## config.mk

```make
export PLATFORM = sky130hd
export DESIGN_NAME = sgtr_back_flat
export DESIGN_NICKNAME = d
export VERILOG_FILES = /design/src/hw/rtl/sgtr_pkg.sv /design/src/hw/rtl/sgtr_stream_if.sv /design/src/hw/rtl/sgtr_back.sv /design/src/flat_wrapper.sv
export SDC_FILE = /design/constraint.sdc
export NUM_CORES = 1
export LEC_CHECK = 0
export BUFFER_PORTS_ARGS = -buffer_cell sky130_fd_sc_hd__buf_2
export CORE_MARGIN = 3
export CORE_UTILIZATION = 25
export CTS_BUF_LIST = sky130_fd_sc_hd__clkbuf_8
export DETAILED_ROUTE_END_ITERATION = 12
export PLACE_DENSITY = 0.95
export SKIP_LAST_GASP = 1
export SLEW_MARGIN = 20
export SYNTH_ARGS = -nofsm -noshare
export SYNTH_HDL_FRONTEND = slang
export SYNTH_SLANG_ARGS = --single-unit
export TNS_END_PERCENT = 30
```

## constraint.sdc

```tcl
create_clock -name clk_i -period 3.4 [get_ports clk_i]
set_input_delay 0.68 -clock clk_i [delete_from_list [all_inputs] [get_ports clk_i]]
set_output_delay 0.68 -clock clk_i [all_outputs]
set_load 0.01 [all_outputs]
```

## src/hw/rtl/sgtr_pkg.sv

```systemverilog
package sgtr_pkg;

  localparam int unsigned GlyphCols    = 5;
  localparam int unsigned GlyphRows    = 8;
  localparam int unsigned AdvanceCells = 6;

  localparam logic [1:0] RegInk   = 2'd0;
  localparam logic [1:0] RegPaper = 2'd1;
  localparam logic [1:0] RegScale = 2'd2;
  localparam logic [1:0] RegWrap  = 2'd3;

  typedef struct packed {
    logic [7:0] char_code;
    logic       restart;
    logic [7:0] start_x;
    logic [7:0] start_y;
  } char_req_t;

  typedef struct packed {
    logic [7:0]  pix_x;
    logic [7:0]  pix_y;
    logic [15:0] fill_color;
    logic [3:0]  side;
    logic        last;
  } fill_req_t;

  // font column bytes, bit 0 is the top row
  function automatic logic [39:0] glyph_bits(input logic [7:0] code);
    logic [39:0] g;
    case (code)
      8'd0: g = 40'h0000000000; 8'd1: g = 40'h3E5B4F5B3E; 8'd2: g = 40'h3E6B4F6B3E;
      8'd3: g = 40'h1C3E7C3E1C; 8'd4: g = 40'h183C7E3C18; 8'd5: g = 40'h1C577D571C;
      8'd6: g = 40'h1C5E7F5E1C; 8'd7: g = 40'h00183C1800; 8'd8: g = 40'hFFE7C3E7FF;
      8'd9: g = 40'h0018241800; 8'd10: g = 40'hFFE7DBE7FF; 8'd11: g = 40'h30483A060E;
      8'd12: g = 40'h2629792926; 8'd13: g = 40'h407F050507; 8'd14: g = 40'h407F05253F;
      8'd15: g = 40'h5A3CE73C5A; 8'd16: g = 40'h7F3E1C1C08; 8'd17: g = 40'h081C1C3E7F;
      8'd18: g = 40'h14227F2214; 8'd19: g = 40'h5F5F005F5F; 8'd20: g = 40'h06097F017F;
      8'd21: g = 40'h006689956A; 8'd22: g = 40'h6060606060; 8'd23: g = 40'h94A2FFA294;
      8'd24: g = 40'h08047E0408; 8'd25: g = 40'h10207E2010; 8'd26: g = 40'h08082A1C08;
      8'd27: g = 40'h081C2A0808; 8'd28: g = 40'h1E10101010; 8'd29: g = 40'h0C1E0C1E0C;
      8'd30: g = 40'h30383E3830; 8'd31: g = 40'h060E3E0E06; 8'd32: g = 40'h0000000000;
      8'd33: g = 40'h00005F0000; 8'd34: g = 40'h0007000700; 8'd35: g = 40'h147F147F14;
      8'd36: g = 40'h242A7F2A12; 8'd37: g = 40'h2313086462; 8'd38: g = 40'h3649562050;
      8'd39: g = 40'h0008070300; 8'd40: g = 40'h001C224100; 8'd41: g = 40'h0041221C00;
      8'd42: g = 40'h2A1C7F1C2A; 8'd43: g = 40'h08083E0808; 8'd44: g = 40'h0080703000;
      8'd45: g = 40'h0808080808; 8'd46: g = 40'h0000606000; 8'd47: g = 40'h2010080402;
      8'd48: g = 40'h3E5149453E; 8'd49: g = 40'h00427F4000; 8'd50: g = 40'h7249494946;
      8'd51: g = 40'h2141494D33; 8'd52: g = 40'h1814127F10; 8'd53: g = 40'h2745454539;
      8'd54: g = 40'h3C4A494931; 8'd55: g = 40'h4121110907; 8'd56: g = 40'h3649494936;
      8'd57: g = 40'h464949291E; 8'd58: g = 40'h0000140000; 8'd59: g = 40'h0040340000;
      8'd60: g = 40'h0008142241; 8'd61: g = 40'h1414141414; 8'd62: g = 40'h0041221408;
      8'd63: g = 40'h0201590906; 8'd64: g = 40'h3E415D594E; 8'd65: g = 40'h7C1211127C;
      8'd66: g = 40'h7F49494936; 8'd67: g = 40'h3E41414122; 8'd68: g = 40'h7F4141413E;
      8'd69: g = 40'h7F49494941; 8'd70: g = 40'h7F09090901; 8'd71: g = 40'h3E41415173;
      8'd72: g = 40'h7F0808087F; 8'd73: g = 40'h00417F4100; 8'd74: g = 40'h2040413F01;
      8'd75: g = 40'h7F08142241; 8'd76: g = 40'h7F40404040; 8'd77: g = 40'h7F021C027F;
      8'd78: g = 40'h7F0408107F; 8'd79: g = 40'h3E4141413E; 8'd80: g = 40'h7F09090906;
      8'd81: g = 40'h3E4151215E; 8'd82: g = 40'h7F09192946; 8'd83: g = 40'h2649494932;
      8'd84: g = 40'h03017F0103; 8'd85: g = 40'h3F4040403F; 8'd86: g = 40'h1F2040201F;
      8'd87: g = 40'h3F4038403F; 8'd88: g = 40'h6314081463; 8'd89: g = 40'h0304780403;
      8'd90: g = 40'h6159494D43; 8'd91: g = 40'h007F414141; 8'd92: g = 40'h0204081020;
      8'd93: g = 40'h004141417F; 8'd94: g = 40'h0402010204; 8'd95: g = 40'h4040404040;
      8'd96: g = 40'h0003070800; 8'd97: g = 40'h2054547840; 8'd98: g = 40'h7F28444438;
      8'd99: g = 40'h3844444428; 8'd100: g = 40'h384444287F; 8'd101: g = 40'h3854545418;
      8'd102: g = 40'h00087E0902; 8'd103: g = 40'h18A4A49C78; 8'd104: g = 40'h7F08040478;
      8'd105: g = 40'h00447D4000; 8'd106: g = 40'h2040403D00; 8'd107: g = 40'h7F10284400;
      8'd108: g = 40'h00417F4000; 8'd109: g = 40'h7C04780478; 8'd110: g = 40'h7C08040478;
      8'd111: g = 40'h3844444438; 8'd112: g = 40'hFC18242418; 8'd113: g = 40'h18242418FC;
      8'd114: g = 40'h7C08040408; 8'd115: g = 40'h4854545424; 8'd116: g = 40'h04043F4424;
      8'd117: g = 40'h3C4040207C; 8'd118: g = 40'h1C2040201C; 8'd119: g = 40'h3C4030403C;
      8'd120: g = 40'h4428102844; 8'd121: g = 40'h4C9090907C; 8'd122: g = 40'h4464544C44;
      8'd123: g = 40'h0008364100; 8'd124: g = 40'h0000770000; 8'd125: g = 40'h0041360800;
      8'd126: g = 40'h0201020402; 8'd127: g = 40'h3C2623263C; 8'd128: g = 40'h1EA1A16112;
      8'd129: g = 40'h3A4040207A; 8'd130: g = 40'h3854545559; 8'd131: g = 40'h2155557941;
      8'd132: g = 40'h2154547841; 8'd133: g = 40'h2155547840; 8'd134: g = 40'h2054557940;
      8'd135: g = 40'h0C1E527212; 8'd136: g = 40'h3955555559; 8'd137: g = 40'h3954545459;
      8'd138: g = 40'h3955545458; 8'd139: g = 40'h0000457C41; 8'd140: g = 40'h0002457D42;
      8'd141: g = 40'h0001457C40; 8'd142: g = 40'hF0292429F0; 8'd143: g = 40'hF0282528F0;
      8'd144: g = 40'h7C54554500; 8'd145: g = 40'h2054547C54; 8'd146: g = 40'h7C0A097F49;
      8'd147: g = 40'h3249494932; 8'd148: g = 40'h3248484832; 8'd149: g = 40'h324A484830;
      8'd150: g = 40'h3A4141217A; 8'd151: g = 40'h3A42402078; 8'd152: g = 40'h009DA0A07D;
      8'd153: g = 40'h3944444439; 8'd154: g = 40'h3D4040403D; 8'd155: g = 40'h3C24FF2424;
      8'd156: g = 40'h487E494366; 8'd157: g = 40'h2B2FFC2F2B; 8'd158: g = 40'hFF0929F620;
      8'd159: g = 40'hC0887E0903; 8'd160: g = 40'h2054547941; 8'd161: g = 40'h0000447D41;
      8'd162: g = 40'h3048484A32; 8'd163: g = 40'h384040227A; 8'd164: g = 40'h007A0A0A72;
      8'd165: g = 40'h7D0D19317D; 8'd166: g = 40'h2629292F28; 8'd167: g = 40'h2629292926;
      8'd168: g = 40'h30484D4020; 8'd169: g = 40'h3808080808; 8'd170: g = 40'h0808080838;
      8'd171: g = 40'h2F10C8ACBA; 8'd172: g = 40'h2F102834FA; 8'd173: g = 40'h00007B0000;
      8'd174: g = 40'h08142A1422; 8'd175: g = 40'h22142A1408; 8'd176: g = 40'hAA005500AA;
      8'd177: g = 40'hAA55AA55AA; 8'd178: g = 40'h000000FF00; 8'd179: g = 40'h101010FF00;
      8'd180: g = 40'h141414FF00; 8'd181: g = 40'h1010FF00FF; 8'd182: g = 40'h1010F010F0;
      8'd183: g = 40'h141414FC00; 8'd184: g = 40'h1414F700FF; 8'd185: g = 40'h0000FF00FF;
      8'd186: g = 40'h1414F404FC; 8'd187: g = 40'h141417101F; 8'd188: g = 40'h10101F101F;
      8'd189: g = 40'h1414141F00; 8'd190: g = 40'h101010F000; 8'd191: g = 40'h0000001F10;
      8'd192: g = 40'h1010101F10; 8'd193: g = 40'h101010F010; 8'd194: g = 40'h000000FF10;
      8'd195: g = 40'h1010101010; 8'd196: g = 40'h101010FF10; 8'd197: g = 40'h000000FF14;
      8'd198: g = 40'h0000FF00FF; 8'd199: g = 40'h00001F1017; 8'd200: g = 40'h0000FC04F4;
      8'd201: g = 40'h1414171017; 8'd202: g = 40'h1414F404F4; 8'd203: g = 40'h0000FF00F7;
      8'd204: g = 40'h1414141414; 8'd205: g = 40'h1414F700F7; 8'd206: g = 40'h1414141714;
      8'd207: g = 40'h10101F101F; 8'd208: g = 40'h141414F414; 8'd209: g = 40'h1010F010F0;
      8'd210: g = 40'h00001F101F; 8'd211: g = 40'h0000001F14; 8'd212: g = 40'h000000FC14;
      8'd213: g = 40'h0000F010F0; 8'd214: g = 40'h1010FF10FF; 8'd215: g = 40'h141414FF14;
      8'd216: g = 40'h1010101F00; 8'd217: g = 40'h000000F010; 8'd218: g = 40'hFFFFFFFFFF;
      8'd219: g = 40'hF0F0F0F0F0; 8'd220: g = 40'hFFFFFF0000; 8'd221: g = 40'h000000FFFF;
      8'd222: g = 40'h0F0F0F0F0F; 8'd223: g = 40'h3844443844; 8'd224: g = 40'h7C2A2A3E14;
      8'd225: g = 40'h7E02020606; 8'd226: g = 40'h027E027E02; 8'd227: g = 40'h6355494163;
      8'd228: g = 40'h3844443C04; 8'd229: g = 40'h407E201E20; 8'd230: g = 40'h06027E0202;
      8'd231: g = 40'h99A5E7A599; 8'd232: g = 40'h1C2A492A1C; 8'd233: g = 40'h4C7201724C;
      8'd234: g = 40'h304A4D4D30; 8'd235: g = 40'h3048784830; 8'd236: g = 40'hBC625A463D;
      8'd237: g = 40'h3E49494900; 8'd238: g = 40'h7E0101017E; 8'd239: g = 40'h2A2A2A2A2A;
      8'd240: g = 40'h44445F4444; 8'd241: g = 40'h40514A4440; 8'd242: g = 40'h40444A5140;
      8'd243: g = 40'h0000FF0103; 8'd244: g = 40'hE080FF0000; 8'd245: g = 40'h08086B6B08;
      8'd246: g = 40'h3612362436; 8'd247: g = 40'h060F090F06; 8'd248: g = 40'h0000181800;
      8'd249: g = 40'h0000101000; 8'd250: g = 40'h3040FF0101; 8'd251: g = 40'h001F01011E;
      8'd252: g = 40'h00191D1712; 8'd253: g = 40'h003C3C3C3C;
      default: g = 40'h0000000000;
    endcase
    return g;
  endfunction

endpackage

```

## src/hw/rtl/sgtr_stream_if.sv

```systemverilog
interface sgtr_stream_if #(
  parameter type T = logic
);
  logic valid;
  logic ready;
  T     data;

  modport source (output valid, output data, input ready);
  modport sink (input valid, input data, output ready);
endinterface

```

## src/hw/rtl/sgtr_back.sv

```systemverilog
// back end: walks the 40 cells of a glyph and emits fill requests
module sgtr_back (
  input  logic        clk_i,
  input  logic        rst_ni,
  input  logic        job_valid_i,
  output logic        job_ready_o,
  input  logic [39:0] job_bits_i,
  input  logic        job_restart_i,
  input  logic [15:0] job_start_i,
  input  logic [15:0] ink_i,
  input  logic [15:0] paper_i,
  input  logic [3:0]  scale_i,
  input  logic [7:0]  wrap_i,
  sgtr_stream_if.source fill_if
);
  import sgtr_pkg::*;

  logic        busy_q;
  logic [39:0] bits_q;
  logic [2:0]  col_q, row_q;
  logic [7:0]  cx_q, cy_q, px_q, py_q;
  logic        ov_q;
  fill_req_t   out_q;
  logic        adv, cell_last, take;
  logic [7:0]  nx, adv_x;

  assign adv       = busy_q & (~ov_q | fill_if.ready);
  assign cell_last = (col_q == 3'(GlyphCols - 1)) & (row_q == 3'(GlyphRows - 1));
  assign take      = ~busy_q & job_valid_i;
  assign job_ready_o = ~busy_q;
  assign fill_if.valid = ov_q;
  assign fill_if.data  = out_q;
  assign adv_x = 8'(AdvanceCells) * {4'b0000, scale_i};
  assign nx    = cx_q + adv_x;

  always_ff @(posedge clk_i or negedge rst_ni) begin
    if (!rst_ni) begin
      busy_q <= 1'b0;
      ov_q   <= 1'b0;
      cx_q   <= '0;
      cy_q   <= '0;
      col_q  <= '0;
      row_q  <= '0;
    end else begin
      if (adv) ov_q <= 1'b1;
      else if (fill_if.ready) ov_q <= 1'b0;
      if (take) begin
        busy_q <= 1'b1;
        col_q  <= '0;
        row_q  <= '0;
        if (job_restart_i) begin
          cx_q <= job_start_i[15:8];
          cy_q <= job_start_i[7:0];
        end
      end else if (adv) begin
        if (cell_last) begin
          busy_q <= 1'b0;
          // cursor advance with line wrap
          if (nx > wrap_i) begin
            cx_q <= '0;
            cy_q <= cy_q + 8'({scale_i, 3'b000});
          end else begin
            cx_q <= nx;
          end
        end else if (row_q == 3'(GlyphRows - 1)) begin
          row_q <= '0;
          col_q <= col_q + 3'd1;
        end else begin
          row_q <= row_q + 3'd1;
        end
      end
    end
  end

  // cell offsets track col*scale and row*scale incrementally
  always_ff @(posedge clk_i) begin
    if (take) begin
      bits_q <= job_bits_i;
      px_q   <= job_restart_i ? job_start_i[15:8] : cx_q;
      py_q   <= job_restart_i ? job_start_i[7:0] : cy_q;
    end else if (adv) begin
      out_q.pix_x      <= px_q;
      out_q.pix_y      <= py_q;
      out_q.fill_color <= bits_q[6'(({3'd0, 3'(GlyphCols - 1)} - col_q) * 8) + 6'(row_q)]
                          ? ink_i : paper_i;
      out_q.side       <= scale_i;
      out_q.last       <= cell_last;
      if (row_q == 3'(GlyphRows - 1)) begin
        px_q <= px_q + 8'(scale_i);
        py_q <= cy_q;
      end else begin
        py_q <= py_q + 8'(scale_i);
      end
    end
  end
endmodule

```

## src/flat_wrapper.sv

```systemverilog
// flat-port wrapper written by rule: the top's interface ports become plain ports
module sgtr_back_flat import sgtr_pkg::*;
  (clk_i, rst_ni, job_valid_i, job_ready_o, job_bits_i, job_restart_i, job_start_i, ink_i, paper_i, scale_i, wrap_i, fill_if_valid, fill_if_data, fill_if_ready);
  sgtr_stream_if fill_if_i ();
  input  logic clk_i;
  input  logic rst_ni;
  input  logic job_valid_i;
  output logic job_ready_o;
  input  logic [39:0] job_bits_i;
  input  logic job_restart_i;
  input  logic [15:0] job_start_i;
  input  logic [15:0] ink_i;
  input  logic [15:0] paper_i;
  input  logic [3:0] scale_i;
  input  logic [7:0] wrap_i;
  output wire logic [$bits(fill_if_i.valid)-1:0] fill_if_valid;
  output wire logic [$bits(fill_if_i.data)-1:0] fill_if_data;
  input wire logic [$bits(fill_if_i.ready)-1:0] fill_if_ready;
  assign fill_if_valid = fill_if_i.valid;
  assign fill_if_data = fill_if_i.data;
  assign fill_if_i.ready = fill_if_ready;
  sgtr_back u_core (.clk_i(clk_i), .rst_ni(rst_ni), .job_valid_i(job_valid_i), .job_ready_o(job_ready_o), .job_bits_i(job_bits_i), .job_restart_i(job_restart_i), .job_start_i(job_start_i), .ink_i(ink_i), .paper_i(paper_i), .scale_i(scale_i), .wrap_i(wrap_i), .fill_if(fill_if_i));
endmodule
```

Word level (Yosys, flattened, before mapping)
Cells that the tools add are included.

Add/sub/neg operators: 2. $mul: 0. Div/mod/pow operators: 0. Magnitude comparators: 0. Equality and inequality tests: 3. Shift-type cells: 0. Multiplexer cells: 13. Bitwise logic cells: 7. Reductions and logical operators: 8.

Operators by type and width (count): 2-to-1 mux 3 bit (8); nonzero test 2 bit (4); adder 3 x 1 -> 3 bit (second input constant) (2); equality test 3 bit (second input constant) (2); AND reduction 2 bit (3); 2-to-1 mux 1 bit (5); AND 1 bit (3); NOT 1 bit (3); AND reduction 3 bit (1); inequality test 2 bit (second input constant) (1); bitwise OR 1 bit (1).

Flip-flop bits (word level): 9. Bits in latches: 0. Bits in writable memories: 0. ROM bits: 0. Input bits: 105. Output and inout bits: 3. Word-level logic and storage cells: 38. Memories: 0.

Logic depth before layout (Yosys ltp)
Word-level depth: 5. Gate-level depth with buffers: 6. Mapped depth without buffers: 6.

Least setup slack after synthesis
Ideal clock, no wire load.

Path kind: register -> register. Start point: reg u_core.row_q[0]. End point: reg u_core.row_q[0]. Library setup time: 0.127 ns. Arrival: 1.247 ns. Data required time: 3.273 ns. Slack: 2.026 ns. Cell stages (with the launch flop): 7. Buffers on the path: 0. Clock period less this slack: 1.374 ns. Cell sequence: dfrtp_1 > ha_1 > ha_1 > nand3_1 > inv_1 > nor3_2 > o21bai_1.

Elaborated cells on any way between the ends: 9. Classes of those cells: add/sub (1); eq/ne (2); mux (4); bitwise (1); reduce/logical (1).

RTL lines: from (decl) (line sgtr_back.sv:20) `logic [2:0] col_q, row_q;`; from (signal assigned) (line sgtr_back.sv:69) `row_q <= row_q + 3'd1;`; equality test 3 bit (line sgtr_back.sv:28) `assign cell_last = (col_q == 3'(GlyphCols - 1)) & (row_q == 3'(GlyphRows - 1));`; AND 1 bit (line sgtr_back.sv:28); net u_core.cell_last (line sgtr_back.sv:24) `logic adv, cell_last, take;`; inequality test 2 bit (no source line); AND reduction 2 bit (no source line).

The timed path passes the listed nets, and every way through them passes these cells. The select of a mux whose other input is x is not followed. A chain may end at the register's enable or synchronous reset.

Worst setup path after layout
Start point: reg u_core.busy_q. End point: out job_ready_o.

Longest elaborated chain between the ends: 1.

Ends and longest elaborated chain: from (decl) (line sgtr_back.sv:18) `logic busy_q;`; from (signal assigned) (line sgtr_back.sv:38) `busy_q <= 1'b0;`; from (signal assigned) (line sgtr_back.sv:48) `busy_q <= 1'b1;`; from (signal assigned) (line sgtr_back.sv:57) `busy_q <= 1'b0;`; NOT 1 bit (line sgtr_back.sv:30) `assign job_ready_o = ~busy_q;`; to (decl) (line flat_wrapper.sv:8) `output logic job_ready_o;`.

No other way between the ends.

==> flow_metrics.py <==
metrics = {
    "outcome": {
        "status": "finished, final reports clean",
    },
    "placement": {
        "io_buffers": 6,
        "gp_congestion": 0.729,
        "dp.cells": 78,
        "dp_hpwl_um": 706,
        "place_ws_ns": 1.84,
    },
    "layout": {
        "layout-drive-gt1-share": 0.193,
        "mostFrequentLayoutCell": "nand2_1",
        "most-common-layout-cells": "9 x nand2_1, 8 x dfrtp_1, 6 x inv_1, 6 x buf_2, 4 x ha_1",
        "diodes": 0,
        "stdcell_count": 82,
        "area_delta_synth_final_pct": 19.9,
        "utilization": 0.324,
        "fin_nets": 167,
    },
    "timing": {
        "setup_viol": 0,
        "fmax_mhz": 618,
        "rsz0062_at_grt": "no",
        "timing.hold.ws_ns": 0.287,
        "timing_max_transition_violations_final": 0,
        "skew_ns": 0.000404,
        "worst_slack_ns": 1.78,
        "hold_viol_final": 0,
        "fin_crit_ns": 1.62,
        "slew_headroom": 0.801,
        "setup-tns-final_ns": 0,
        "fin_crit_sh": 0.476,
        "worstMarginPinSlew_ns": 0.299,
    },
    "critical_path": {
        "critPathSlowestCell": "dfrtp_1",
        "endpoint_kind": "primary output",
        "cp.required_ns": 2.72,
        "path_buf_inv": 2,
        "crit_path_start": "u_core.busy_q$_DFFE_PN0P_",
        "worstReg2RegStart": "u_core.row_q[0]$_DFFE_PN0P_",
        "path_delay_family": "flip-flops",
        "crit_path_max_fanout": 7,
        "worst_path_largest_cell_delay_ns": 0.45,
        "cp_cell_sequence": "inv_2 > buf_2",
        "start_kind": "flip-flop",
        "criticalPathCategory": "reg -> out",
        "crit_arrival_ns": 0.94,
    },
    "clocking": {
        "clk_path_buf_depth": 2,
        "hold_buffers": 0,
        "cts_tree": "yes",
        "htreeDepth": 1,
        "post-cts-setup-buffers": 0,
        "clk_pin_slew_ns": 0.04,
        "cts_sinks": 9,
        "cts_root_buf": "clkbuf_8",
        "clkLatencyLatePin_ns": 0.23,
        "ctsResizeCount": 0,
        "cts_buffers": 3,
    },
    "synth": {
        "synthCells": 48,
        "synth-seq-area-share": 0.483,
        "synth_fp_nets": 157,
        "syn_area_per_cell_um2": 9.93,
        "synth_area_um2": 477,
        "ys_warn_count": 0,
        "ys_ff_latch": 9,
        "synth_cell_types": 19,
    },
    "floorplanning": {
        "die_width_um": 49.7,
        "die-area_um2": 2470,
        "row_count": 15,
        "die_h_um": 49.7,
        "ioPinCount": 108,
        "start_util": 0.270,
        "core_um2": 1760,
    },
    "routing": {
        "wirelength_um": 903,
        "first_iter_violations": 5,
        "routedWlPerCell_um": 11.0,
        "ant_nets": 0,
        "drtPass1Iterations": 4,
        "viasPerCell": 4.37,
        "drcViolationCount": 0,
        "num_vias": 358,
    },
    "global_routing": {
        "grt_antenna_before_repair": 0,
        "grt_pass1_wl_um": 1530,
        "grt_max_degree": 9,
        "grt_pass1_vias": 349,
        "overflow": 0,
        "grt_use_total": 0.0825,
    },
    "power": {
        "power_density_nw_per_um2": 644,
        "vdd_drop_max_v": 0.000296,
        "leakage_uw": 0.000288,
    },
    "run": {
        "drv_cap": 0,
    },
    "worst_hold_path": {
        "hp-class": "in -> async",
    },
}
==> synth_stat cells <==
| cell | n | area [µm²] |
|---|---|---|
| inv_2 | 1 | 3.75 |
| mux2i_1 | 3 | 30.0 |
| ha_1 | 4 | 50.1 |
| nand4_1 | 3 | 18.8 |
| buf_6 | 1 | 11.3 |
| dfrtp_1 | 8 | 200 |
| nor3_2 | 1 | 10.0 |
| nand4b_1 | 1 | 8.76 |
| nor2b_1 | 1 | 6.26 |
| nand3_1 | 1 | 5.00 |
| edfxtp_1 | 1 | 30.0 |
| nor4_1 | 1 | 6.26 |
| nand2b_1 | 2 | 12.5 |
| o21ai_1 | 3 | 15.0 |
| o21ai_0 | 1 | 5.00 |
| nor2_1 | 1 | 3.75 |
| inv_1 | 5 | 18.8 |
| o21bai_1 | 1 | 7.51 |
| nand2_1 | 9 | 33.8 |
==> registers in the layout, summed over array words and instances (netlist names) <==
| signal | cells |
|---|---|
| u_core.col_q | 3 |
| u_core.row_q | 3 |
| u_core.busy_q | 1 |
| u_core.fill_if.data | 1 |
| u_core.fill_if.valid | 1 |
==> metrics by stage <==
stage	power (µW)	area (µm²)
6_report	368	572
5_1_grt	399	572
4_1_cts	374	572
3_5_place_dp	252	527
3_3_place_gp	238	527
2_1_floorplan	223	477
==> metal layers <==
layer  part of all wire  vias up  global-route usage
met2               0.54        6               0.143
met1               0.41      172              0.0885
met4              0.010        0              0.0276
met3              0.038        2              0.0363
li1                   -      178                   -
met5                  0        -                   0
==> worst paths after layout <==
check                                              end  slack, ns  cells after the start
max                                        job_ready_o       1.78                      2
min                        u_core.row_q[1]$_DFFE_PN0P_       0.29                      1
max reg2reg                u_core.row_q[0]$_DFFE_PN0P_       1.84                      6
min reg2reg                u_core.col_q[0]$_DFFE_PN0P_       0.52                      1
max in group asynchronous  u_core.row_q[2]$_DFFE_PN0P_       2.95                      1
min in group clk_i         u_core.col_q[0]$_DFFE_PN0P_       0.52                      1
==> where the power goes <==
| part | switching, µW | internal (µW) | total [µW] |
|---|---|---|---|
| sequential | 20.8 | 136 | 157 |
| clock | 39.9 | 78.4 | 118 |
| combinational | 51.4 | 41.8 | 93.2 |
| total | 112 | 256 | 368 |
==> final cells by class <==
| cell class | count | area, µm² |
|---|---|---|
| clock buffer | 3 | 41.3 |
| clock inverter | 1 | 3.75 |
| fill | 200 | 1190 |
| inverter | 6 | 22.5 |
| multi-input combinational | 32 | 213 |
| sequential | 9 | 230 |
| tap | 25 | 31.3 |
| timing repair buffer | 6 | 30.0 |
==> kinds of logic (layout without fill, tap and decap cells) <==
group | Yosys count | in the layout | synth area share
AOI/OAI and AO/OA | 5 | 5 | 0.0577
and+or+nand+nor | 20 | 20 | 0.220
muxes | 3 | 3 | 0.0630
adders and majority gates | 4 | 4 | 0.105
DFF | 9 | 9 | 0.483
buffers and inverters | 7 | 16 | 0.0709
No activity file was read; power rests on OpenSTA's default activity.
